===== config.mk =====
export PLATFORM = sky130hd
export DESIGN_NAME = abt_ram
export DESIGN_NICKNAME = d
export VERILOG_FILES = /design/src/hw/rtl/abt_ram.sv
export SDC_FILE = /design/constraint.sdc
export NUM_CORES = 1
export LEC_CHECK = 0
export BUFFER_PORTS_ARGS = -buffer_cell sky130_fd_sc_hd__buf_2
export CORE_AREA = 8 8 234 236
export CTS_CLUSTER_SIZE = 20
export DETAILED_ROUTE_END_ITERATION = 8
export DIE_AREA = 0 0 242 244
export PLACE_DENSITY = 0.57
export SLEW_MARGIN = 10
export SYNTH_ARGS = -nofsm -noshare
export SYNTH_HDL_FRONTEND = slang
export SYNTH_SLANG_ARGS = --single-unit
export TNS_END_PERCENT = 10

===== constraint.sdc =====
create_clock -name clk -period 5.2 [get_ports clk]
set_input_delay 0.26 -clock clk [delete_from_list [all_inputs] [get_ports clk]]
set_output_delay 0.26 -clock clk [all_outputs]
set_load 0.02 [all_outputs]

===== src/hw/rtl/abt_ram.sv =====
// generic simple dual port ram, one write and one registered read port
module abt_ram #(
  parameter int WIDTH = 8,
  parameter int DEPTH = 64
) (
  input  logic                     clk,
  input  logic                     we,
  input  logic [$clog2(DEPTH)-1:0] waddr,
  input  logic [WIDTH-1:0]         wdata,
  input  logic [$clog2(DEPTH)-1:0] raddr,
  output logic [WIDTH-1:0]         rdata
);

  logic [WIDTH-1:0] mem [DEPTH];

  // write port and registered read port
  always_ff @(posedge clk) begin
    if (we) begin
      mem[waddr] <= wdata;
    end
    rdata <= mem[raddr];
  end

endmodule


==> run metrics <==
outcome=finished clean; global-route wire length before repair=just under 70,000 µm; global placer's final weighted congestion=about 0.77; remaining number of nets flagged by the antenna check after routing=0; filler-free cell count of the finished design=~1,700; Worst Setup Start Kind=input port; fraction of layout cells with a size suffix above 1=25.3%; post-route clock period utilization=47.4%; worst-margin pin slew=between 1 and 1.5 ns; Gates resized, CTS repair=0; beginning of the worst hold path=raddr[5]; initial cell density of the core=about 40%; Worst Path Class, Setup=input port to flop; worst path arrival time=around 2.9 ns; endpoints failing hold=0; predominant post-synthesis flop cell=sky130_fd_sc_hd__edfxtp_1; vias in the first global route=approximately 9,600; number of clock sinks seen by CTS=520; Area Growth Syn to Fin=12.1%; number of synthesized flops with an enable pin=a little over 500; DR iter-0 viols=around 780; cell area after synthesis=just over 20,000 µm²; Ant. Diodes=0; die height=244 µm; stages on the worst setup path=6; cell family with the largest share of critical-path delay=buffers and inverters; Core ar.=50,900 µm²; chip width=242 µm; number of buffers added to fix hold violations after cts=0; Worst Path Max Fanout=between 50 and 60; Final Critical Period=between 2 and 2.5 ns; total instance count after detailed placement=about 1,600; Yosys reg bits=520; peak supply drop=0.262 mV; Fmax=slightly above 400 MHz; cell count of the worst hold path=3; fraction of the yosys area taken by sequential cells=approximately 77%; # Post-CTS Setup Buffers=0; Final Core Density=44.4%; Final HPWL DP=27,800 µm; largest net degree at the start of global routing=65; setup slack, reg-to-reg=slightly above 3 ns; clock tree from TritonCTS=built; hold path endpoint=rdata[1]; net switching share of the total power=21.2%; Synth Warn #=0; global route overflow=0; RSZ-0062 raised after global routing=no; logic gate share of total power=about 5%; Worst Reg-to-Reg Cells=4; Setup TNS=0 ns; cell types occupying the most area after synthesis=sky130_fd_sc_hd__edfxtp_1 76%, sky130_fd_sc_hd__mux4_2 14%, sky130_fd_sc_hd__nor2_1 1.5%; internal power summed over all cells=a little under 0.007 W; critical path buffer and inverter count=2; antenna violations before repair=2; clock buffer count from CTS=between 50 and 60; endpoint of the worst register-to-register path=rdata[7]; num ports=30; first-pass iteration count of the detailed router=5; via count=roughly 9,500; crit-path max cell delay=~0.7 ns; final number of setup-violating endpoints=0; maximum number of buffers from clock root to sink=3; proportion of synthesized flip-flops having asynchronous set or reset=0%; max cap viols=0; Worst Hold Slack=0.185 ns; Post-Synthesis Mean Instance Area=roughly 21 µm²; commonest non-fill, non-tap cells in the layout=512 x sky130_fd_sc_hd__edfxtp_1, 126 x sky130_fd_sc_hd__mux4_2, 83 x sky130_fd_sc_hd__nor2_1; average wire per standard cell=27.4 µm; final worst clock skew=about 0.013 ns; number of pins exceeding their max-slew limit in the final report=0; Reg-to-Reg Start=mem[5][7]; most frequent standard cell in the layout excluding fill and tap cells=sky130_fd_sc_hd__edfxtp_1; cell at the root of the clock tree=sky130_fd_sc_hd__clkbuf_16; Skew-Pair Late Insertion Delay=0.59 ns; NumNets Final=about 1,000; synthesized instance count=between 900 and 1,000; share of total power in sequential cells=53.8%; top-area cell type share of the netlist area=approximately three quarters; placement row count=just over 80; clock transition at the registers of the reported paths=approximately 0.06 ns; total track usage=between 10% and 20%; port bufs=29; Critical path origin=raddr[0]; switching component of the power=between 0.0015 and 0.002 W; post-detailed-route DRC marker count=0; required time at the endpoint of the critical path=around 5.7 ns; CP Cell Sequence=clkbuf_8 > buf_4 > mux4_2 > mux2_2 > o311ai_1 > nand2_1; count of distinct cell types in the synthesized netlist=40; Filler cells=between 4,000 and 5,000; Worst Setup End Kind=flop; Yosys top cell by area=sky130_fd_sc_hd__edfxtp_1; Leak Pwr=between 6 and 7 nW; total power divided by cell area=383 nW/µm²; headroom to the max-slew limit=between 30% and 40%; slowest library cell on the worst path=sky130_fd_sc_hd__o311ai_1; class of the most critical hold timing path=input port to flop; vias per cell=5.52; die outline area=59,000 µm²; Routed Wire Length=47,000 µm; synthesized netlist net count=approximately 960; clock share of power=41.1%; H-tree level count=2
## cells by family (layout without fill, tap and decap cells)
logic type	Yosys count	count (layout)	share of synthesized area, %
buffers and inverters	51	144	1.57
DFF	520	520	77.0
and+or+nand+nor	153	153	3.39
AOI/OAI and AO/OA	54	54	2.07
muxes	162	162	15.9
## metal layers
layer,global-route usage (%),wire length [µm]
met5,0,10
met4,4.24,1090
met3,3.07,2660
met2,26.1,22900
met1,21.6,20400
## through the flow
step / area [µm²] / worst slack (ns) / power, W
after CTS: 22600 / 2.69 / 0.00873
after global placement: 21000 / 2.08 / 0.00519
after global routing: 22600 / 2.53 / 0.00889
after detailed placement: 21000 / 2.06 / 0.00519
final: 22600 / 2.74 / 0.00865
after floorplan: 20200 / 3.27 / 0.00499
## registers in the layout, indices dropped and copies added, names as in the netlist
register / count
mem: 512
rdata: 8
## cell usage after synthesis (4+ instances only)
library cell / instances
sky130_fd_sc_hd__edfxtp_1: 512
sky130_fd_sc_hd__mux4_2: 126
sky130_fd_sc_hd__nor2_1: 83
sky130_fd_sc_hd__mux2i_1: 23
sky130_fd_sc_hd__nand2_1: 19
sky130_fd_sc_hd__clkbuf_1: 17
sky130_fd_sc_hd__nor2b_1: 14
sky130_fd_sc_hd__buf_4: 13
sky130_fd_sc_hd__mux2_2: 13
sky130_fd_sc_hd__nand3_1: 13
sky130_fd_sc_hd__buf_2: 11
sky130_fd_sc_hd__dfxtp_1: 8
sky130_fd_sc_hd__o221ai_1: 8
sky130_fd_sc_hd__o22ai_1: 8
sky130_fd_sc_hd__nand2b_1: 7
sky130_fd_sc_hd__nor3_1: 7
sky130_fd_sc_hd__a221oi_1: 6
sky130_fd_sc_hd__a211oi_1: 4
sky130_fd_sc_hd__buf_1: 4
sky130_fd_sc_hd__buf_6: 4
## how the worst max path moves through the flow
stage	end
global placement	rdata[7]
global route	rdata[7]
detailed placement	rdata[7]
floorplan	rdata[3]
CTS	rdata[7]
finish	rdata[7]
## area by class of cell
type	count	area, µm²	area share, %
Timing Repair Buffer	51	324	1.43
Sequential cell	520	15500	68.7
Multi-Input combinational cell	369	4320	19.1
Tap cell	680	851	3.76
Clock inverter	21	153	0.675
Clock buffer	72	1440	6.36
## power groups by stage
stage	Clock [W]	Sequential [W]	Combinational [W]
2_1_floorplan	0	0.00474	0.000247
3_3_place_gp	0	0.00475	0.000439
3_5_place_dp	0	0.00475	0.000443
4_1_cts	0.00362	0.00466	0.000444
5_1_grt	0.00376	0.00466	0.000466
6_report	0.00356	0.00466	0.000433
## worst register-to-register path, stage by stage (launching register included)
cell,delay (ns)
sky130_fd_sc_hd__edfxtp_1,0.36
sky130_fd_sc_hd__mux4_2,0.48
sky130_fd_sc_hd__mux2_2,0.32
sky130_fd_sc_hd__o311ai_1,0.71
sky130_fd_sc_hd__nand2_1,0.10
Note: power is estimated with default switching activity, not from simulation.
